$ cat src/hw/rtl/gss_ram.sv
`timescale 1ns / 1ps
// Generic single-write, single-read RAM with registered read data.
// No dependencies.
module gss_ram #(
   parameter int WIDTH = 8,
   parameter int DEPTH = 256,
   localparam int AW   = $clog2(DEPTH)
) (
   input  logic             clock,
   input  logic             we,
   input  logic [AW-1:0]    waddr,
   input  logic [WIDTH-1:0] wdata,
   input  logic             re,
   input  logic [AW-1:0]    raddr,
   output logic [WIDTH-1:0] rdata
);

   logic [WIDTH-1:0] mem_ff [DEPTH];
   logic [WIDTH-1:0] rdata_ff;

   always_ff @(posedge clock) begin
      if (we) begin
         mem_ff[waddr] <= wdata;
      end
      if (re) begin
         rdata_ff <= mem_ff[raddr];
      end
   end

   assign rdata = rdata_ff;

endmodule

$ cat config.mk
export PLATFORM = sky130hd
export DESIGN_NAME = gss_ram
export DESIGN_NICKNAME = d
export VERILOG_FILES = /design/src/hw/rtl/gss_ram.sv
export SDC_FILE = /design/constraint.sdc
export NUM_CORES = 2
export LEC_CHECK = 0
export BUFFER_PORTS_ARGS = -buffer_cell sky130_fd_sc_hd__buf_2
export CAP_MARGIN = 0
export CORE_MARGIN = 4
export CORE_UTILIZATION = 45
export DETAILED_ROUTE_END_ITERATION = 8
export PLACE_DENSITY = 0.68
export REMOVE_ABC_BUFFERS = 1
export SYNTH_ARGS = -nofsm -noshare
export SYNTH_HDL_FRONTEND = slang
export SYNTH_SLANG_ARGS = --single-unit
$ cat constraint.sdc
create_clock -name clock -period 5 [get_ports clock]
set_input_delay 0 -clock clock [delete_from_list [all_inputs] [get_ports clock]]
set_output_delay 0 -clock clock [all_outputs]
set_load 0.01 [all_outputs]
# --- Word level (Yosys, flattened, before mapping) ---
# Memories as Yosys holds them, arrays and structs flattened. A register that Yosys moved wholly into a read port is not among the register bits.
# Index checks and enable logic that the tools add are counted.
classes:
  mux: 2
ops:
  columns: ["op", "n"]
  rows:
  - ["$mux W1", 2]
word_totals:
  mem_bits_rw: 2048
  reg_bits: 0
  wordCells: 3
  mem_count: 1
  output_inout_bits: 8
memory_table:
  columns: ["name", "depth", "word_bits", "rd", "rd_clocked_by_memory_dff", "wr", "line", "rtl"]
  rows:
  - ["mem_ff", 256, 8, 1, 1, 1, "18", "logic [WIDTH-1:0] mem_ff [DEPTH];"]

# --- Longest topological paths before layout ---
logic_depth:
  depth_word: 2
  depth_mapped: 11

# --- Worst setup path after synthesis ---
# No wires, ideal clock.
synth_path:
  path_type: "in2reg"
  startpoint: "in raddr[0]"
  endpoint: "reg rdata_ff[2], in the netlist rdata[2], read port of mem_ff (data pin)"
  path_slack_ns: 2.924
  path_stages: 9
  setup_time_ns: 0.269
  required_time_ns: 4.731
  path_buffers: 4
  arrival_time_ns: 1.807
  path_cell_list: "buf_6 -> buf_12 -> buf_8 -> buf_2 -> mux4_2 -> a22oi_1 -> a21oi_1 -> nor4_1 -> nor4_2"
synth_lines:
  columns: ["element", "line", "rtl"]
  rows:
  - ["start, declared", "14", "input logic [AW-1:0] raddr,"]
  - ["end, declared", "19", "logic [WIDTH-1:0] rdata_ff;"]

# --- Final worst setup path ---
layout_path:
  startpoint: "in waddr[3]"
  endpoint: "mem mem_ff[186][2] (enable)"
layout_lines:
  columns: ["element", "line", "rtl"]
  rows:
  - ["start, declared", "11", "input logic [AW-1:0] waddr,"]
  - ["end, declared", "18", null]
# Straight into the memory's write port.

==> run metrics <==
outcome=complete, no violations; Starting Density=45.2%; vias per inst=6.14; clock net sink count=2,056; Final WS setup=1930 ps; R2R depth=6; Root Buffer=clkbuf_16; ys async rst share=0%; Yosys cell types=54; critical path depth=6; part of the cycle the worst path needs=about three fifths; Detailed Routing Iterations Pass 1=8; worst vdd ir=~0.28 mV; Die Footprint=184,000 sq um; routed vias=38,968; number of buffers created by CTS=195; synthesized area=between 70,000 and 80,000 sq um; Max Used Layer=met4; initial antenna violation count=6; final wirelength=approximately 190 mm; Mapped Cells=3,733; cell taking the most area after synthesis=edfxtp_1; WL/cell=30.4 microns; Clock transition at path regs=around 60 ps; Reg2Reg Setup Slack=1990 ps; post-synth top area share=77.5%; number of synthesized flops with an enable pin=just over 2,000; max-slew violations=0; num rows=~150; hold buffers post-CTS=14; Seq/Total Area, Yosys=just under 80%; top_reg_cell synth=edfxtp_1; clk buf depth=3; grt total ovfl=0; RSZ-0062 raised after global routing=false; Final Total Pwr=0.0351 W; final hold vios=0; most frequent cell after synthesis=edfxtp_1; Hold Path Class=input pin to flip-flop; crit path to=mem_ff[186][2]; WL met2=93.5 mm; Yosys reg bits=2,056; core area=approximately 180,000 sq um; Tot GR Track Use=20.9%; top post-synthesis cells by area=edfxtp_1 78%, mux4_2 13%, mux2i_1 1.7%, nor2_1 1.3%, a22oi_1 1.3%; largest net degree at the start of global routing=approximately 170; Power Density=just under 400 nW/um^2; Rel. slew slack=15.8%; Syn Area/Cell=21.3 sq um; worst path arrival time=3500 ps; Crit path max-delay family=simple AND/OR/NAND/NOR gates; slowest stage delay, CP=890 ps; CP Launch Point=waddr[3]; Layout area overhead=11.5%; post-route minimum period=around 3100 ps; met1 wire length=about 76 mm; RD Place Congestion=0.855; Post-route DRC=0; YS warnings=0; DPL Wire Length=approximately 120 mm; port bufs=34; Skew-Pair Late Insertion Delay=approximately 840 ps; # Post-CTS Setup Buffers=0; IO Count=35; setup slack at placement=1330 ps; antenna-violating nets left=0; Post-CTS Resized=0; Lkg Pwr=around 27 nW; Max Cap Violations=0; TritonCTS clock tree=yes; Worst R2R End=rdata[3]; crit path capture type=flip-flop; Final setup viols=0; vias in the first global route=39,163; Data required, critical path=5440 ps; share of cells above drive strength 1=21.8%; n_diodes=0; nets=3,872; worst slew pin tran=~1300 ps; Fmax=0.326 GHz; FF-to-FF Start=mem_ff[210][3]; WS Path Type=input pin to flip-flop; routed wl met3=16.6 mm; Buf+Inv Stages, Crit Path=3; CTS H-tree depth=4; first-pass GRT wire length=281 mm; startpoint types=input pin; Die Height=429 microns; post-route setup TNS=0 ps; Clock Skew=34.7 ps; Hold WS=189 ps; most frequent cells after synthesis=2,056 x edfxtp_1, 454 x mux4_2, 282 x nor2_1; crit path max fanout=10; CP Cell Sequence=dlygate4sd3_1 -> buf_2 -> nor2b_1 -> nand3_1 -> buf_4 -> nor2_1; Slowest cell on crit path=nand3_1; DR iter-0 viols=5,178; Die W=429 microns
-- worst reg2reg max path, delay by kind of cell, from the launching register on --
kind / cells / cell delay, ps
flops: 1 / 370
mux: 1 / 470
compound gates: 3 / 870
simple gates: 2 / 1010
-- registers in the layout (all words and copies together), names as in the netlist --
signal  count
rdata       8
mem_ff   2048
-- cells in the final DEF, fill, tap and decap left out, types with 10 or more instances in the layout --
cell | Yosys | layout
clkinv_2 | 0 | 32
nand3_1 | 34 | 34
buf_4 | 27 | 78
nor3_1 | 22 | 22
a21oi_1 | 96 | 96
nor4_1 | 24 | 24
buf_2 | 31 | 23
clkbuf_1 | 111 | 39
nor2b_1 | 31 | 28
o211ai_1 | 10 | 10
nand4_1 | 10 | 10
buf_12 | 8 | 23
o221ai_1 | 46 | 46
mux2i_1 | 134 | 134
nand2_1 | 33 | 33
clkbuf_16 | 0 | 196
dlygate4sd3_1 | 0 | 14
edfxtp_1 | 2056 | 2056
bufinv_16 | 0 | 13
mux4_2 | 454 | 454
o21ai_0 | 10 | 10
a22oi_1 | 133 | 133
clkinv_1 | 1 | 52
nor2_1 | 282 | 279
a211oi_1 | 16 | 16
o22ai_1 | 28 | 28
a221oi_1 | 13 | 13
-- where the power goes --
| group | total (W) | switching, W | internal [W] | leakage [nW] |
|---|---|---|---|---|
| clock network | 0.0144 | 0.00644 | 0.00793 | 3.01 |
| registers | 0.0190 | 0.0000248 | 0.0190 | 18.5 |
| logic | 0.00169 | 0.00111 | 0.000576 | 5.60 |
| total | 0.0351 | 0.00758 | 0.0275 | 27.1 |
-- layer usage --
metal / track usage, % / vias up
met5: 0 / -
met4: 7.49 / 0
met3: 3.94 / 345
met2: 32.9 / 1954
met1: 29.4 / 20742
li1: - / 15927
-- metrics by stage --
step	util, %	instance area, sq um	cells
after global placement	46.8	82500	5973
after global routing	50.4	88800	6345
after detailed placement	46.8	82500	5974
after CTS	50.4	88800	6345
after floorplan	-	78200	3500
final	50.4	88800	6345
-- cell type report --
class | instances | area [sq um]
Sequential cell | 2056 | 61700
Clock inverter | 122 | 1170
Multi-Input combinational cell | 1442 | 16500
Fill cell | 13757 | 87300
Tap cell | 2340 | 2930
Inverter | 2 | 7.51
Timing Repair Buffer | 148 | 1440
Clock buffer | 235 | 5050
-- cells by family (layout without fill, tap and decap cells) --
family	after synthesis	count (layout)	synth area share (%)
buffers and inverters	235	507	1.83
AOI/OAI and AO/OA	385	385	3.42
muxes	591	591	14.6
and+or+nand+nor	466	466	2.63
DFF	2056	2056	77.5
-- worst min-delay path by stage --
stage | from | to | slack, ps | cells past startpoint
floorplan | wdata[0] | mem_ff[0][0] | 100 | 0
global placement | re | rdata[3] | 500 | 1
detailed placement | re | rdata[3] | 510 | 1
CTS | re | rdata[3] | 140 | 2
global route | re | rdata[3] | 180 | 2
finish | re | rdata[3] | 190 | 2
Power figures use the tool's default switching activity.
