==> config.mk <==
export PLATFORM = sky130hd
export DESIGN_NAME = gss_div
export DESIGN_NICKNAME = d
export VERILOG_FILES = /design/src/hw/rtl/gss_pkg.sv /design/src/hw/rtl/gss_div.sv
export SDC_FILE = /design/constraint.sdc
export NUM_CORES = 1
export LEC_CHECK = 0
export ABC_AREA = 1
export BUFFER_PORTS_ARGS = -buffer_cell sky130_fd_sc_hd__buf_2
export CORE_MARGIN = 2
export CORE_UTILIZATION = 55
export DETAILED_ROUTE_END_ITERATION = 10
export PLACE_DENSITY = 0.76
export SLEW_MARGIN = 20
export SYNTH_ARGS = -nofsm -noshare
export SYNTH_HDL_FRONTEND = slang
export SYNTH_SLANG_ARGS = --single-unit
==> constraint.sdc <==
create_clock -name clock -period 5.9 [get_ports clock]
set_clock_uncertainty 0.05 [all_clocks]
set_input_delay 0.59 -clock clock [delete_from_list [all_inputs] [get_ports clock]]
set_output_delay 0.59 -clock clock [all_outputs]
set_load 0.01 [all_outputs]
==> src/hw/rtl/gss_pkg.sv <==
`timescale 1ns / 1ps
// Shared types, constants and the exp-table step for the spot splat accumulator.
// No dependencies; gss_mul, gss_div and the core import this package.
package gss_pkg;

   localparam int MAX_WIDTH       = 256;
   localparam int MAX_HEIGHT      = 256;
   localparam int PIX_DEPTH       = MAX_WIDTH * MAX_HEIGHT;
   localparam int PIX_AW          = $clog2(PIX_DEPTH);
   localparam int PIX_W           = 48;

   // exp(-16k/depth) table, 30 fraction bits; depth is a power of two
   localparam int EXP_TABLE_DEPTH = 1024;
   localparam int EXP_AW          = $clog2(EXP_TABLE_DEPTH);
   localparam int TAB_W           = 31;
   localparam int IDX_W           = EXP_AW + 37;

   localparam int MUL_A_W         = 64;
   localparam int MUL_B_W         = 32;
   localparam int MUL_P_W         = MUL_A_W + MUL_B_W;

   localparam int DIV_Q_W         = 57;
   localparam int DIV_D_W         = 32;

   localparam int SCALE_BASE      = 766;          // 2.9922 in 8 fraction bits
   localparam logic [29:0] INV_2PI_Q32 = 30'd683565276;
   localparam logic signed [PIX_W-1:0] PIX_MAX = {1'b0, {(PIX_W-1){1'b1}}};
   localparam logic [22:0] RATIO_CAP = 23'd1 << 22;
   localparam logic [48:0] ADD_CAP   = 49'd1 << 48;
   localparam logic [TAB_W-1:0] TAB_ONE = 31'd1 << 30;

   localparam logic [63:0] EXP_D = (64'd1 << 34) / EXP_TABLE_DEPTH;

   // exp(-d) by Taylor sum to degree 10, 30 fraction bits
   function automatic logic [TAB_W-1:0] exp_step_fn();
      logic [63:0] term;
      logic [63:0] acc;
      term = 64'd1 << 30;
      acc  = term;
      term = (term * EXP_D) >> 30;        acc = acc - term;
      term = ((term * EXP_D) >> 30) / 2;  acc = acc + term;
      term = ((term * EXP_D) >> 30) / 3;  acc = acc - term;
      term = ((term * EXP_D) >> 30) / 4;  acc = acc + term;
      term = ((term * EXP_D) >> 30) / 5;  acc = acc - term;
      term = ((term * EXP_D) >> 30) / 6;  acc = acc + term;
      term = ((term * EXP_D) >> 30) / 7;  acc = acc - term;
      term = ((term * EXP_D) >> 30) / 8;  acc = acc + term;
      term = ((term * EXP_D) >> 30) / 9;  acc = acc - term;
      term = ((term * EXP_D) >> 30) / 10; acc = acc + term;
      return acc[TAB_W-1:0];
   endfunction

   localparam logic [TAB_W-1:0] EXP_STEP = exp_step_fn();

   typedef enum logic [1:0] {
      KIND_LOAD = 2'd0,
      KIND_DRAW = 2'd1,
      KIND_READ = 2'd2
   } kind_type;

   typedef enum logic [1:0] {
      CSR_IMAGE_WIDTH  = 2'd0,
      CSR_IMAGE_HEIGHT = 2'd1,
      CSR_ADD_SIGMA    = 2'd2
   } csr_type;

   typedef enum logic [3:0] {
      ST_INIT,
      ST_IDLE,
      ST_RD_OUT,
      ST_DR_HW,
      ST_DR_WIN,
      ST_DR_DIV,
      ST_MUL_GO,
      ST_MUL_WAIT,
      ST_ROW,
      ST_IDX,
      ST_FETCH,
      ST_ACC
   } state_type;

   typedef enum logic [3:0] {
      MOP_AX,
      MOP_AY,
      MOP_NORM,
      MOP_PEAK,
      MOP_RY,
      MOP_RY2,
      MOP_RX,
      MOP_RX2,
      MOP_ADD
   } mop_type;

endpackage

==> src/hw/rtl/gss_div.sv <==
`timescale 1ns / 1ps
// Restoring divider for 2^(DIV_Q_W-1) / divisor, one quotient bit per cycle.
// Depends on gss_pkg for widths.
module gss_div import gss_pkg::*; (
   input  logic               clock,
   input  logic               reset,
   input  logic               start,
   input  logic [DIV_D_W-1:0] divisor,
   output logic               done,
   output logic [DIV_Q_W-1:0] quot
);

   localparam int CW = $clog2(DIV_Q_W);

   logic               busy_ff, busy_in;
   logic               done_ff, done_in;
   logic [CW-1:0]      cnt_ff, cnt_in;
   logic [DIV_D_W-1:0] div_ff, div_in;
   logic [DIV_D_W-1:0] rem_ff, rem_in;
   logic [DIV_Q_W-1:0] quot_ff, quot_in;

   always_comb begin
      logic [DIV_D_W:0] shifted;
      logic             ge;
      busy_in = busy_ff;
      done_in = 1'b0;
      cnt_in  = cnt_ff;
      div_in  = div_ff;
      rem_in  = rem_ff;
      quot_in = quot_ff;
      // numerator is a single one at its top bit
      shifted = {rem_ff, (cnt_ff == CW'(DIV_Q_W - 1))};
      ge      = shifted >= {1'b0, div_ff};
      if (busy_ff) begin
         rem_in  = ge ? DIV_D_W'(shifted - {1'b0, div_ff}) : shifted[DIV_D_W-1:0];
         quot_in = {quot_ff[DIV_Q_W-2:0], ge};
         cnt_in  = cnt_ff - 1'b1;
         if (cnt_ff == '0) begin
            busy_in = 1'b0;
            done_in = 1'b1;
         end
      end else if (start) begin
         busy_in = 1'b1;
         cnt_in  = CW'(DIV_Q_W - 1);
         div_in  = divisor;
         rem_in  = '0;
      end
   end

   always_ff @(posedge clock) begin
      if (reset) begin
         busy_ff <= 1'b0;
         done_ff <= 1'b0;
         cnt_ff  <= '0;
      end else begin
         busy_ff <= busy_in;
         done_ff <= done_in;
         cnt_ff  <= cnt_in;
      end
   end

   always_ff @(posedge clock) begin
      div_ff  <= div_in;
      rem_ff  <= rem_in;
      quot_ff <= quot_in;
   end

   assign done = done_ff;
   assign quot = quot_ff;

endmodule

# After elaboration in Yosys (flattened, before gate mapping)
# Cells that the tools add are included.
# totals
ff_bits	129
latch_bits	0
ramBits	0
romBits	0
mem_count	0
# op_classes
n_addsub	2
n_mul	0
div_mod_pow	0
magnitude_cmp	1
eq_ne	1
shifts	0
muxes	9
n_bitwise	1
n_reduce_logical	4
# ops
operator	n
2-to-1 mux 32 bit	3
greater-or-equal comparator 33 x 32 -> 1 bit	1
subtractor 32 bit	1
2-to-1 mux 6 bit	2
== test 6 bit (second input constant)	1
logical NOT 6 bit	1
subtractor 6 x 1 -> 6 bit (second input constant)	1
2-to-1 mux 1 bit	4
AND reduction 2 bit	1
nonzero test 2 bit	1
OR reduction 2 bit	1
inverter 1 bit	1

# Depth between registers and ports, before layout
# Gate-level depths: netlist of run 1.
# logic_depth
ltp_word	4
depth_mapped	17

# Worst setup path before layout of run 1
# No wires, ideal clock.
# synth_path
path_type	reg2reg
from	register busy_ff
to	register rem_ff[0], enable pin
arrival_time_ns	2.611
path_slack_ns	2.853
path_stages_with_launch	4
n_path_buf	1
synth_period_minus_slack_ns	3.047
path_cell_list	dfxtp_1 > buf_4 > nor2_1 > inv_1
# synth_between
elab_chain_cells	1
# synth_rtl
item	line	source
from (decl)	gss_div.sv:15	logic busy_ff, busy_in;
from (signal assigned)	gss_div.sv:56	busy_ff <= busy_in;
nonzero test 2 bit (no source line)	n/a	
to (signal assigned)	gss_div.sv:64	rem_ff <= rem_in;
to (decl)	gss_div.sv:19	logic [DIV_D_W-1:0] rem_ff, rem_in;
# No other way between the ends.
# A chain may end at the register's enable or synchronous reset.

# Worst setup path in the final report of run 1
# layout_path
from	register cnt_ff[0]
to	register rem_ff[26] (data pin)
# layout_between
elab_chain_cells	4
elab_cells_between_ends	5
cone_classes	add/sub: 1; order compare: 1; eq/ne: 1; mux: 2
# layout_rtl
item	line	source
from (decl)	gss_div.sv:17	logic [CW-1:0] cnt_ff, cnt_in;
from (signal assigned)	gss_div.sv:58	cnt_ff <= cnt_in;
== test 6 bit (*)	gss_div.sv:32	shifted = {rem_ff, (cnt_ff == CW'(DIV_Q_W - 1))};
subtractor 32 bit / greater-or-equal comparator 33 x 32 -> 1 bit (equally long branches)	gss_div.sv:35, gss_div.sv:33	
2-to-1 mux 32 bit (*)	gss_div.sv:35	rem_in = ge ? DIV_D_W'(shifted - {1'b0, div_ff}) : shifted[DIV_D_W-1:0];
2-to-1 mux 32 bit (*)	gss_div.sv:34	if (busy_ff) begin
# Every way passes the cells marked *; elsewhere a longest branch is shown, timed or not.

==> results of run 1 <==
## synth_stat cells
cell	count
sky130_fd_sc_hd__nor2_1	105
sky130_fd_sc_hd__a211oi_1	3
sky130_fd_sc_hd__clkbuf_1	1
sky130_fd_sc_hd__nand3_2	1
sky130_fd_sc_hd__nor3_1	9
sky130_fd_sc_hd__and2_1	9
sky130_fd_sc_hd__xor2_1	13
sky130_fd_sc_hd__fa_1	1
sky130_fd_sc_hd__xnor2_1	1
sky130_fd_sc_hd__nor2_2	11
sky130_fd_sc_hd__buf_4	2
sky130_fd_sc_hd__a21oi_2	1
sky130_fd_sc_hd__nor3_4	1
sky130_fd_sc_hd__nand3b_1	32
sky130_fd_sc_hd__a21oi_1	22
sky130_fd_sc_hd__nand2_2	3
sky130_fd_sc_hd__buf_6	8
sky130_fd_sc_hd__o211ai_1	1
sky130_fd_sc_hd__inv_2	2
sky130_fd_sc_hd__buf_2	4
sky130_fd_sc_hd__inv_1	165
sky130_fd_sc_hd__nand2_4	1
sky130_fd_sc_hd__edfxtp_1	121
sky130_fd_sc_hd__nand2_1	288
sky130_fd_sc_hd__nand4_1	2
sky130_fd_sc_hd__dfxtp_1	8
sky130_fd_sc_hd__or2_2	1
sky130_fd_sc_hd__o21bai_1	1
sky130_fd_sc_hd__nand3_1	35
sky130_fd_sc_hd__ha_1	33
## cells in the final DEF, fill, tap and decap left out, types with 17 or more instances in the layout
cell type                     n
sky130_fd_sc_hd__nand2_1    288
sky130_fd_sc_hd__inv_1      165
sky130_fd_sc_hd__edfxtp_1   121
sky130_fd_sc_hd__nor2_1     105
sky130_fd_sc_hd__buf_2       92
sky130_fd_sc_hd__nand3_1     35
sky130_fd_sc_hd__ha_1        33
sky130_fd_sc_hd__nand3b_1    32
sky130_fd_sc_hd__a21oi_1     22
sky130_fd_sc_hd__clkbuf_16   17
## worst max-delay path, stage by stage (launching register included)
cell,delay (ps)
sky130_fd_sc_hd__dfxtp_1,330
sky130_fd_sc_hd__inv_1,60
sky130_fd_sc_hd__ha_1,220
sky130_fd_sc_hd__nand3_1,110
sky130_fd_sc_hd__ha_1,150
sky130_fd_sc_hd__inv_1,80
sky130_fd_sc_hd__fa_1,430
sky130_fd_sc_hd__nand2_1,100
sky130_fd_sc_hd__nand3_1,190
sky130_fd_sc_hd__nand2_1,110
sky130_fd_sc_hd__nand2_1,140
sky130_fd_sc_hd__nand2_1,180
sky130_fd_sc_hd__nand2_1,80
sky130_fd_sc_hd__nand2_1,70
sky130_fd_sc_hd__nand2_1,40
sky130_fd_sc_hd__nor2_1,110
sky130_fd_sc_hd__nor2_2,40
## sequential cells by signal, summed over array words and instances, names as in the netlist
register and count:
busy_ff 1, cnt_ff 6, div_ff 32, done 1
quot 57, rem_ff 32
## layer usage
layer / wire length (µm) / track usage / vias up
met2: 7390 / 0.374 / 125
met4: 195 / 0.0743 / 0
met1: 7660 / 0.331 / 2658
met5: 0 / 0 / -
met3: 653 / 0.0475 / 19
li1: - / - / 2975
## per-stage QoR
stage / hold WS (ps) / total power [mW] / worst slack, ps / utilization
after floorplan: 389 / 1.74 / 2850 / -
after global placement: 373 / 1.91 / 3270 / 0.605
after detailed placement: 376 / 1.92 / 3190 / 0.605
after CTS: 278 / 3.00 / 3190 / 0.650
after global routing: 271 / 3.17 / 2890 / 0.652
final: 288 / 2.99 / 3150 / 0.652
## power by group
part | switching, mW | internal (mW) | leakage [nW] | total, mW
Combinational | 0.497 | 0.263 | 2.73 | 0.760
Sequential | 0.0473 | 1.11 | 1.25 | 1.16
Clock | 0.432 | 0.635 | 0.288 | 1.07
Total | 0.976 | 2.01 | 4.27 | 2.99
## final cells by class
cell class | count | area (µm²) | share of cell area
Tap cell | 176 | 220 | 0.0256
Timing Repair Buffer | 96 | 510 | 0.0593
Clock buffer | 17 | 425 | 0.0494
Clock inverter | 15 | 170 | 0.0198
Inverter | 167 | 627 | 0.0728
Sequential cell | 129 | 3800 | 0.441
Multi-Input combinational cell | 574 | 2860 | 0.332
## cell families after synthesis
| family | Yosys count | share of synthesized area |
|---|---|---|
| flip-flops | 129 | 0.513 |
| AND/OR/NAND/NOR | 498 | 0.289 |
| buffers and inverters | 182 | 0.102 |
| adder cells (fa/ha/maj) | 34 | 0.0585 |
| XOR/XNOR | 14 | 0.0166 |
| AO/OA/AOI/OAI | 28 | 0.0211 |
## worst max-delay path by stage
stage,from,endpoint,slack (ps),depth (start not counted)
finish,cnt_ff[0]$_SDFFE_PP0P_,rem_ff[26]$_SDFFCE_PN0P_,3150,16
global route,cnt_ff[0]$_SDFFE_PP0P_,rem_ff[28]$_SDFFCE_PN0P_,2890,16
CTS,cnt_ff[0]$_SDFFE_PP0P_,rem_ff[26]$_SDFFCE_PN0P_,3190,16
detailed placement,cnt_ff[0]$_SDFFE_PP0P_,rem_ff[28]$_SDFFCE_PN0P_,3190,16
global placement,cnt_ff[0]$_SDFFE_PP0P_,rem_ff[26]$_SDFFCE_PN0P_,3270,16
floorplan,busy_ff$_SDFF_PP0_,rem_ff[0]$_SDFFCE_PN0P_,2850,3
==> run summary, run 1 <==
The logs give 0.424 for the remaining max-slew budget at the tightest pin and 0 for the number of gates given a new drive strength after cts. The quantity of I/O buffers inserted on ports came out at 92. The number of warnings printed during yosys synthesis is 0.

Flip-flop and latch count after synthesis: 129. The fraction of layout instances using a drive strength above 1 was 0.149. The first global-routing pass estimated 26.6 mm of wire. The reg-to-reg critical path endpoint is rem_ff[26]$_SDFFCE_PN0P_.

The min-delay analysis places its worst path in the category input pin to register. The flow ran to the end, and the final reports show no timing, DRC or antenna violations. The total overflow reported by the global router is 0, and the hold buffer count at cts is 0. The post-synthesis instance area was 0.00740 mm²; the mean instance size in the synthesized netlist was 8.36 µm². Subtracting the final worst setup slack from the clock period gives 2750 ps. Buffers added to address setup during post-CTS repair amount to 0. STA classifies the critical path endpoint as a register. The via density per instance is 4.92, and the maximum number of pins on one net before global-route repair is 95. The number of cells in the design after placement was 1141. Setup repair after global routing left no endpoint under its margin.

The tree is rooted in a sky130_fd_sc_hd__clkbuf_16. The library cell with the largest summed area after synthesis is sky130_fd_sc_hd__edfxtp_1. The area of the core was 0.0132 mm²; the overall fraction of global-route tracks in use was 0.237. For the worst-skew pair, the clock arrives at the later sink with an insertion delay of 420 ps. The logs give 0 for the count of final hold-check violations and 0.00861 mm² for the final non-filler cell area.

Derived from the worst setup path, the maximum achievable clock frequency is 0.364 GHz. The number of nets with antenna violations after detailed routing was 0. The I/O pin count came out at 93.

The worst hold path terminates at div_ff[19]$_DFFE_PP_. The leakage component of the power is 4.27 nW, and the number of distinct library cells after synthesis is 30. The logs give 0 ps for the final setup TNS and 0 for the number of pins exceeding their max-slew limit in the final report.

The floorplan has 42 rows. The overall die area is 0.0144 mm², and the setup slack of the most critical reg-to-reg path is 3150 ps. The run gives 0 as the initial antenna violation count. The vertical extent of the die was 120 µm; the total detailed-routing wirelength was 15.9 mm. Total power density per cell area: 347 mW/mm². The kind of start point of the critical path was a register. The total nets after synthesis is 954, and the H-tree depth is 4. The top cell type's share of synthesized area works out to 0.491. The worst register-to-register path begins at cnt_ff[0]$_SDFFE_PP0P_.

At the end of the flow, the number of nets in the layout was 1054. In this run the most critical hold path is launched from divisor[19]. The tools report the initial core utilization as 0.561. The area growth from synthesis to layout is 16.3%.

The detail-routed net length per standard cell was 13.5 µm. For the final non-filler cell total, the log shows 1174. The clock slew seen by the registers of the worst setup and hold paths was 60 ps.

Via count of the first global-routing pass: 5473. The worst voltage drop across the vdd grid is 323 µV, and the share of the yosys chip area belonging to registers is 0.513. The run gives 458 as the number of DRC markers after the initial detailed-route iteration. Counting every sink on the clock net gives 129.

The run gives 885 as the number of standard cells after synthesis. The path depth of the worst reg2reg path came out at 16. The hold-critical path depth was 1. The final route contains 5777 vias.

Summing all placed instances gives a cell area of 0.00798 mm². Max-cap violations in this run came to 0. Counting the fill cells in the layout gives 1135.

Of all nets on the critical path, the largest fanout is 4. The critical path in this run is classified as register to register. The die is 120 µm wide. The tools report the antenna diode instance count as 0. For the pin with the worst max-slew slack, the measured transition is 862 ps.

The run gives 0 as the count of unresolved DRC violations after routing. Maximum clock insertion buffer count: 2. Clock tree synthesis inserted a total of 17 buffers. The critical path data required time was 6030 ps. The wire-length estimate of the detail-placed layout is 11.3 mm.

TritonCTS built the clock tree. The portion of the clock cycle consumed by the worst path in the final layout is 0.466, and the setup-violating endpoint count in the final report is 0. Yosys attributes the largest share of cell area to sky130_fd_sc_hd__edfxtp_1 (49%), sky130_fd_sc_hd__nand2_1 (15%), sky130_fd_sc_hd__inv_1 (8.4%).

The first detailed-routing pass ran for 5 iterations. For the worst setup path, the data arrival time is 2880 ps. The congestion estimate from routability-driven global placement came to 0.914.
(Power assumes the default switching activity.)
==> run 2: changes to the inputs <==
--- a/config.mk
+++ b/config.mk
@@ -8,9 +8,9 @@
 export ABC_AREA = 1
 export BUFFER_PORTS_ARGS = -buffer_cell sky130_fd_sc_hd__buf_2
 export CORE_MARGIN = 2
-export CORE_UTILIZATION = 55
+export CORE_UTILIZATION = 53
 export DETAILED_ROUTE_END_ITERATION = 10
-export PLACE_DENSITY = 0.76
+export PLACE_DENSITY = 0.77
 export SLEW_MARGIN = 20
 export SYNTH_ARGS = -nofsm -noshare
 export SYNTH_HDL_FRONTEND = slang
==> constraint.sdc (replaced) <==
create_clock -name clock -period 2.4 [get_ports clock]
set_clock_uncertainty 0.05 [all_clocks]
set_input_delay 0.24 -clock clock [delete_from_list [all_inputs] [get_ports clock]]
set_output_delay 0.24 -clock clock [all_outputs]
set_load 0.01 [all_outputs]
==> run 2 against run 1 <==
  * Wire length rose by 16%
  * Total power rose to 2.6 times the previous value
  * Cell count rose by 6.9%
  * Flip-flop and latch count did not move
  * Sequential share of layout area fell by 5.3 points
  * Global-route usage rose by 0.40 points
  * Critical path type unchanged
  * Largest cell class unchanged
==> run summary, run 2 (synthesis gave the netlist of run 1 again) <==
The tools report the buffer type at the clock tree root as sky130_fd_sc_hd__clkbuf_16 (unchanged). The area growth from synthesis to layout was 32.2% (was 16.3%). The tools report the count of fill cells added during filler insertion as 1114 (was 1135). The logs give 0 (unchanged) for the count of unresolved DRC violations after routing and 6252 (was 5777) for the via count. The leading cell type in the layout, fill and taps excluded is sky130_fd_sc_hd__nand2_1 (unchanged).

The I/O pin count came out at 93 (unchanged). Type of the worst setup path: register to register (unchanged). For the iteration count of the initial detailed-routing pass, the log shows 5 (unchanged).

The critical path's most frequent cell was sky130_fd_sc_hd__nand3_2 (was sky130_fd_sc_hd__nand2_1). For the remaining max-slew budget at the tightest pin, the log shows 0.669 (was 0.424). For the number of cells in the design after placement, the log shows 1182 (was 1141). TritonCTS built the clock tree.

The run gives 0.422 GHz (was 0.364 GHz) as the timing-limited maximum frequency. The hold path startpoint was reset (was divisor[19]). The flip-flop count of the largest register, all copies and words added works out to 57 (unchanged). The first element of the critical path is cnt_ff[4]$_SDFFE_PP0P_ (was cnt_ff[0]$_SDFFE_PP0P_). The type of element capturing the critical path is a register (unchanged). Antenna diode instance count: 0 (unchanged). Kind of start point of the critical path: a register (unchanged). The run gives 2530 ps (was 6030 ps) as the critical path data required time. The clock slew seen by the registers of the worst setup and hold paths was 60 ps (about the same).

The worst hold path class was input pin to register (unchanged). The clock latency on the worst-skew pair came out at 420 ps (about the same). The run gives 0.00380 mm² (about the same) as the register area. Setup repair after global routing could not meet its margin everywhere. The total overflow reported by the global router is 0 (unchanged), and the half-perimeter wire length after detailed placement is 12.2 mm (was 11.3 mm).

The master of the slowest instance on the critical path is sky130_fd_sc_hd__dfxtp_2 (was sky130_fd_sc_hd__fa_1). The area of the core was 0.0138 mm² (was 0.0132 mm²). Detail-routed net length per standard cell: 14.7 µm (was 13.5 µm). The overall die area is 0.0149 mm² (was 0.0144 mm²), and the number of cell rows is 43 (was 42).

The vertical extent of the die is 122 µm (was 120 µm). The number of DRC markers after the initial detailed-route iteration is 479 (was 458), and the final setup TNS is 0 ps (unchanged). The run gives 129 (unchanged) as the TritonCTS sink count.

The run finished with clean final reports. The total placed instance area is 0.00832 mm² (was 0.00798 mm²). The number of nets with antenna violations after detailed routing is 0 (unchanged), and the final non-filler cell area is 0.00978 mm² (was 0.00861 mm²). The logs give 0 (unchanged) for the initial antenna violation count and 5627 (was 5473) for the via count of the first global-routing pass. The tools report the number of pins exceeding their max-slew limit in the final report as 0 (unchanged).

For the overall power after layout, the log shows 7.78 mW (was 2.99 mW). Highest-count cells in the layout ignoring fill and taps: sky130_fd_sc_hd__nand2_1 (276), sky130_fd_sc_hd__inv_1 (161), sky130_fd_sc_hd__edfxtp_1 (121) (was sky130_fd_sc_hd__nand2_1 (288), sky130_fd_sc_hd__inv_1 (165), sky130_fd_sc_hd__edfxtp_1 (121)). The logs give 2 (unchanged) for the maximum clock insertion buffer count and 17 (unchanged) for the clock buffer count from CTS.

The total power density per cell area was 796 mW/mm² (was 347 mW/mm²); the maximum number of pins on one net before global-route repair was 92 (was 95). The setup-violating endpoint count in the final report came out at 0 (unchanged). The endpoint arrival time on the critical path was 2500 ps (was 2880 ps). The largest stage delay on the critical path was 340 ps (was 430 ps). The maximum fanout count along the critical path was 3 (was 4); the initial core utilization was 0.537 (was 0.561).

H-tree depth: 4 (unchanged). The final non-filler cell total was 1255 (was 1174); the leakage component of the power was 4.64 nW (was 4.27 nW). The count of final hold-check violations came out at 0 (unchanged).

The via density per instance works out to 4.98 (was 4.92). The number of nets in the finished design came out at 1131 (was 1054). Cell Chain, Critical Path: inv_2, nor3_4, nand3_4, ha_4, inv_2, fa_2, nand3_2, nand3_2, nand3_2, nand3b_1, nand2_1, buf_4, nand3_2, nand2_2, nor2_2, nor2_2 (was inv_1, ha_1, nand3_1, ha_1, inv_1, fa_1, nand2_1, nand3_1, nand2_1, nand2_1, nand2_1, nand2_1, nand2_1, nand2_1, nor2_1, nor2_2).

The portion of the clock cycle consumed by the worst path in the final layout came out at 0.988 (was 0.466). The quantity of I/O buffers inserted on ports came out at 92 (unchanged). The total detailed-routing wirelength was 18.5 mm (was 15.9 mm); the actual transition at the worst max-transition pin was 497 ps (was 862 ps). Number of maximum-capacitance violations: 0 (unchanged). The first-pass GRT wire length was 27.4 mm (was 26.6 mm); the worst voltage drop across the vdd grid was 758 µV (was 323 µV). The startpoint of the lowest-slack register-to-register path was cnt_ff[4]$_SDFFE_PP0P_ (was cnt_ff[0]$_SDFFE_PP0P_). The overall fraction of global-route tracks in use was 0.241 (was 0.237); the multi-input gate area in the final layout was 0.00332 mm² (was 0.00286 mm²). The die width was 122 µm (was 120 µm). The final weighted congestion in routability-driven placement was 0.928 (was 0.914).

The final critical path time including I/O delays and setup is 2370 ps (was 2750 ps), and the fraction of layout instances using a drive strength above 1 is 0.243 (was 0.149).
[run 2: changes by cell type in the layout (fill, tap and decap cells not counted), moves of 12 or more]
cell                            change
sky130_fd_sc_hd__ha_4              +24
sky130_fd_sc_hd__nor2_1            -13
sky130_fd_sc_hd__ha_1              -25
sky130_fd_sc_hd__dlygate4sd3_1     +32
sky130_fd_sc_hd__nand2_1           -12
sky130_fd_sc_hd__buf_4             +39
[run 2: metrics by stage]
step | hold slack (ps) | setup slack, ps | utilization
final | 33.9 | 28.1 | 0.710
after global routing | 36.7 | -96.4 | 0.710
after CTS | 23.9 | 0.365 | 0.674
after detailed placement | 368 | -175 | 0.604
after global placement | 366 | -84.1 | 0.604
after floorplan | 289 | 63.8 | -
[run 2: power by group]
group          total (mW)  leakage [nW]  switching [mW]  internal [mW]
Combinational        2.39          3.11            1.41          0.979
Clock                2.52         0.279            1.07           1.46
Sequential           2.87          1.25           0.132           2.74
[run 2: final timing paths]
check	end	slack, ps	cells after the start
max	rem_ff[28]$_SDFFCE_PN0P_	30	16
min	busy_ff$_SDFF_PP0_	30	2
max reg2reg	rem_ff[28]$_SDFFCE_PN0P_	30	16
min reg2reg	quot[17]$_DFFE_PP_	380	0
[run 2: final cells by class]
class                      count  share of cell area
timing repair buffer         173               0.126
clock inverter                15              0.0150
sequential                   129               0.389
multi-input combinational    574               0.340
tap                          180              0.0230
inverter                     167              0.0641
clock buffer                  17              0.0435
[run 2: repair_timing]
action                     4_1_cts  5_1_grt
setup endpoints to repair       12       32
hold endpoints to repair        32        0
gates cloned                     0        1
pin swaps                        4       20
gates resized for setup         14       73
setup buffers                    3        5
hold buffers                    32        0
[run 2: metal layers]
metal  wire [µm]  up-vias  global-route usage
met5           0        -                   0
met4         128        0              0.0517
met3        1020       12              0.0548
met2        8800      200               0.385
met1        8540     2900               0.339
li1            -     3140                   -
[run 2: worst max-delay path, delay by kind of cell (launching register included)]
family | cells | cell delay, ps
adders and majority gates | 2 | 390
buffers and inverters | 3 | 260
DFF | 1 | 340
and+or+nand+nor | 11 | 1070
==> run 3: changes to the inputs <==
--- a/config.mk
+++ b/config.mk
@@ -6,11 +6,11 @@
 export NUM_CORES = 1
 export LEC_CHECK = 0
 export ABC_AREA = 1
-export BUFFER_PORTS_ARGS = -buffer_cell sky130_fd_sc_hd__buf_2
 export CORE_MARGIN = 2
-export CORE_UTILIZATION = 53
+export CORE_UTILIZATION = 55
 export DETAILED_ROUTE_END_ITERATION = 10
-export PLACE_DENSITY = 0.77
+export DONT_BUFFER_PORTS = 1
+export PLACE_DENSITY = 0.73
 export SLEW_MARGIN = 20
 export SYNTH_ARGS = -nofsm -noshare
 export SYNTH_HDL_FRONTEND = slang
==> run 3 against run 2 <==
  * Worst setup slack improved by 41 ps
  * Flip-flop and latch count unchanged
  * Clock power decreased by 2%
  * Fmax increased by 1.8%
  * Total power increased by 0.22%
  * Critical path type unchanged
  * Critical endpoint is now rem_ff[12]$_SDFFCE_PN0P_
  * Highest routed layer unchanged
==> run summary, run 3 (synthesis gave the netlist of run 1 again) <==
The tools report the first-pass GRT wire length as 27.6 mm (was 27.4 mm). Via density per instance: 5.15 (was 4.98). For the number of nets with antenna violations after detailed routing, the log shows 0 (unchanged). The clock slew seen by the registers of the worst setup and hold paths came out at 60 ps (about the same). The half-perimeter wire length after detailed placement came out at 11.9 mm (was 12.2 mm). The number of cell rows was 42 (was 43). TritonCTS built the clock tree.

The tools report the worst setup slack before clock tree synthesis as -206 ps (was -175 ps). The combinational share of power is 0.308 (was 0.307), and the maximum number of pins on one net before global-route repair is 77 (was 92). The master of the slowest instance on the critical path was sky130_fd_sc_hd__fa_2 (was sky130_fd_sc_hd__dfxtp_2).

The type of the worst setup path is register to register (unchanged). The logs give 0 (unchanged) for the setup-violating endpoint count in the final report and 0 (unchanged) for the antenna diode instance count. The total buffers and inverters traversed by the critical path works out to 3 (unchanged).

Highest-count cells in the layout ignoring fill and taps: sky130_fd_sc_hd__nand2_1 (274), sky130_fd_sc_hd__inv_1 (160), sky130_fd_sc_hd__edfxtp_1 (121) (was sky130_fd_sc_hd__nand2_1 (276), sky130_fd_sc_hd__inv_1 (161), sky130_fd_sc_hd__edfxtp_1 (121)). For the count of unresolved DRC violations after routing, the log shows 0 (unchanged). The flip-flop count of the largest register, all copies and words added is 57 (unchanged), and the internal cell power is 5.22 mW (was 5.17 mW). The overall fraction of global-route tracks in use was 0.248 (was 0.241).

The net switching fraction of the power works out to 0.331 (was 0.336). The total detailed-routing wirelength was 18.3 mm (was 18.5 mm). The portion of the clock cycle consumed by the worst path in the final layout was 0.971 (was 0.988); the die width was 120 µm (was 122 µm). The endpoint arrival time on the critical path is 2460 ps (was 2500 ps), and the overall power after layout is 7.80 mW (was 7.78 mW). The iteration count of the initial detailed-routing pass was 5 (unchanged).

Buffer type at the clock tree root: sky130_fd_sc_hd__clkbuf_16 (unchanged). Final core utilization: 0.724 (was 0.710). Clock buffer count from CTS: 17 (unchanged). The worst hold path class was input pin to register (unchanged).

The largest stage delay on the critical path is 350 ps (was 340 ps). Leading cell type in the layout, fill and taps excluded: sky130_fd_sc_hd__nand2_1 (unchanged). The total overflow reported by the global router came out at 0 (unchanged). For the TritonCTS sink count, the log shows 129 (unchanged). The logs give 0.429 GHz (was 0.422 GHz) for the timing-limited maximum frequency and 1057 (was 1131) for the number of nets in the finished design.

For the clock latency on the worst-skew pair, the log shows 420 ps (about the same). The kind of start point of the critical path is a register (unchanged). The run gives 5645 (was 5627) as the via count of the first global-routing pass. For the count of final hold-check violations, the log shows 0 (unchanged). The remaining max-slew budget at the tightest pin was 0.646 (was 0.669). The logs give 0 (unchanged) for the number of maximum-capacitance violations and 509 (was 479) for the number of DRC markers after the initial detailed-route iteration.

The quantity of I/O buffers inserted on ports came out at 0 (was 92). Cell Chain, Critical Path: inv_2, ha_4, nand3_4, ha_4, inv_4, fa_2, nand3_2, nand3_2, nand3_2, nand3b_1, buf_4, xor2_1, nor2_1, nor2_1 (was inv_2, nor3_4, nand3_4, ha_4, inv_2, fa_2, nand3_2, nand3_2, nand3_2, nand3b_1, nand2_1, buf_4, nand3_2, nand2_2, nor2_2, nor2_2). The area of the core is 0.0132 mm² (was 0.0138 mm²). Total power density per cell area: 817 mW/mm² (was 796 mW/mm²). The actual transition at the worst max-transition pin works out to 530 ps (was 497 ps). Vertical extent of the die: 120 µm (was 122 µm).

The logs give 6065 (was 6252) for the via count and 0.561 (was 0.537) for the initial core utilization. The final weighted congestion in routability-driven placement is 0.955 (was 0.928). The run gives 2 (unchanged) as the maximum clock insertion buffer count.

For the worst hold slack, the log shows 93.9 ps (was 33.9 ps). The tools report the worst voltage drop across the vdd grid as 1090 µV (was 758 µV). The tools report the critical path data required time as 2530 ps (about the same). Final critical path time including I/O delays and setup: 2330 ps (was 2370 ps). The overall die area was 0.0144 mm² (was 0.0149 mm²). Detail-routed net length per standard cell: 15.6 µm (was 14.7 µm). The run finished with clean final reports. The critical path's most frequent cell was sky130_fd_sc_hd__nand3_2 (unchanged).

For the number of pins exceeding their max-slew limit in the final report, the log shows 0 (unchanged). The run gives 4 (unchanged) as the H-tree depth. The maximum fanout count along the critical path is 3 (unchanged). The area growth from synthesis to layout is 29.1% (was 32.2%), and the leakage component of the power is 4.38 nW (was 4.64 nW).

The tools report the type of element capturing the critical path as a register (unchanged). The proportion of power drawn by flip-flops and latches is 0.376 (was 0.368). I/O pin count: 93 (unchanged).

The run gives 0.316 (was 0.324) as the part of the total power dissipated in the clock network. Family with the most delay on the worst path: adder cells (was simple AND/OR/NAND/NOR gates). The fraction of layout instances using a drive strength above 1 came out at 0.189 (was 0.243). The initial antenna violation count is 1 (was 0), and the reported net switching power is 2.59 mW (was 2.61 mW). The worst-case setup margin in the final layout came out at 69.2 ps (was 28.1 ps).
[run 3: what timing repair did]
item / in CTS / in global routing
setup buffers: 4 / 15
pin swaps: 6 / 27
endpoints found under the setup margin: 10 / 32
hold endpoints to repair: 40 / 0
resized for setup: 9 / 79
hold buffers: 35 / 0
gates cloned: 0 / 2
[run 3: final timing paths]
check | from | endpoint | slack [ps] | cells after the start
worst min register to register | quot[18]$_DFFE_PP_ | quot[19]$_DFFE_PP_ | 470 | 0
worst max register to register | cnt_ff[1]$_SDFFE_PP0P_ | rem_ff[12]$_SDFFCE_PN0P_ | 70 | 14
worst max-delay path | cnt_ff[1]$_SDFFE_PP0P_ | rem_ff[12]$_SDFFCE_PN0P_ | 70 | 14
worst min-delay path | start | cnt_ff[2]$_SDFFE_PP0P_ | 90 | 3
[run 3: worst min-delay path: stages]
cell and delay [ps]:
sky130_fd_sc_hd__nand2_1 90, sky130_fd_sc_hd__o211ai_1 120, sky130_fd_sc_hd__a21oi_1 70
[run 3: power groups by stage]
stage / clock [mW] / combinational (mW) / sequential [mW]
after global routing: 2.60 / 2.66 / 2.95
final: 2.47 / 2.40 / 2.93
after floorplan: 0 / 1.37 / 2.91
after detailed placement: 0 / 1.96 / 2.93
after global placement: 0 / 1.94 / 2.93
after CTS: 2.51 / 2.06 / 2.89
[run 3: cell type report]
type,count,area [µm²]
flip-flops and latches,129,3800
fillers,974,3640
multi-input cells,574,3360
repair buffers,99,982
inverters,167,629
clock buffers,19,433
well taps,176,220
clock inverters,13,126
[run 3: stage by stage]
stage               std cells  setup TNS (ps)  instance area [µm²]
floorplan                 885               0                 7400
global placement         1089            -374                 7920
detailed placement       1089           -1080                 7920
CTS                      1160               0                 8890
global route             1177            -118                 9550
finish                   1177               0                 9550
[run 3: layer usage]
metal,track usage,part of all wire,up-vias
li1,-,-,2985
met3,0.0646,0.068,23
met4,0.0721,0.018,0
met2,0.392,0.48,248
met5,0,0,-
met1,0.339,0.44,2809
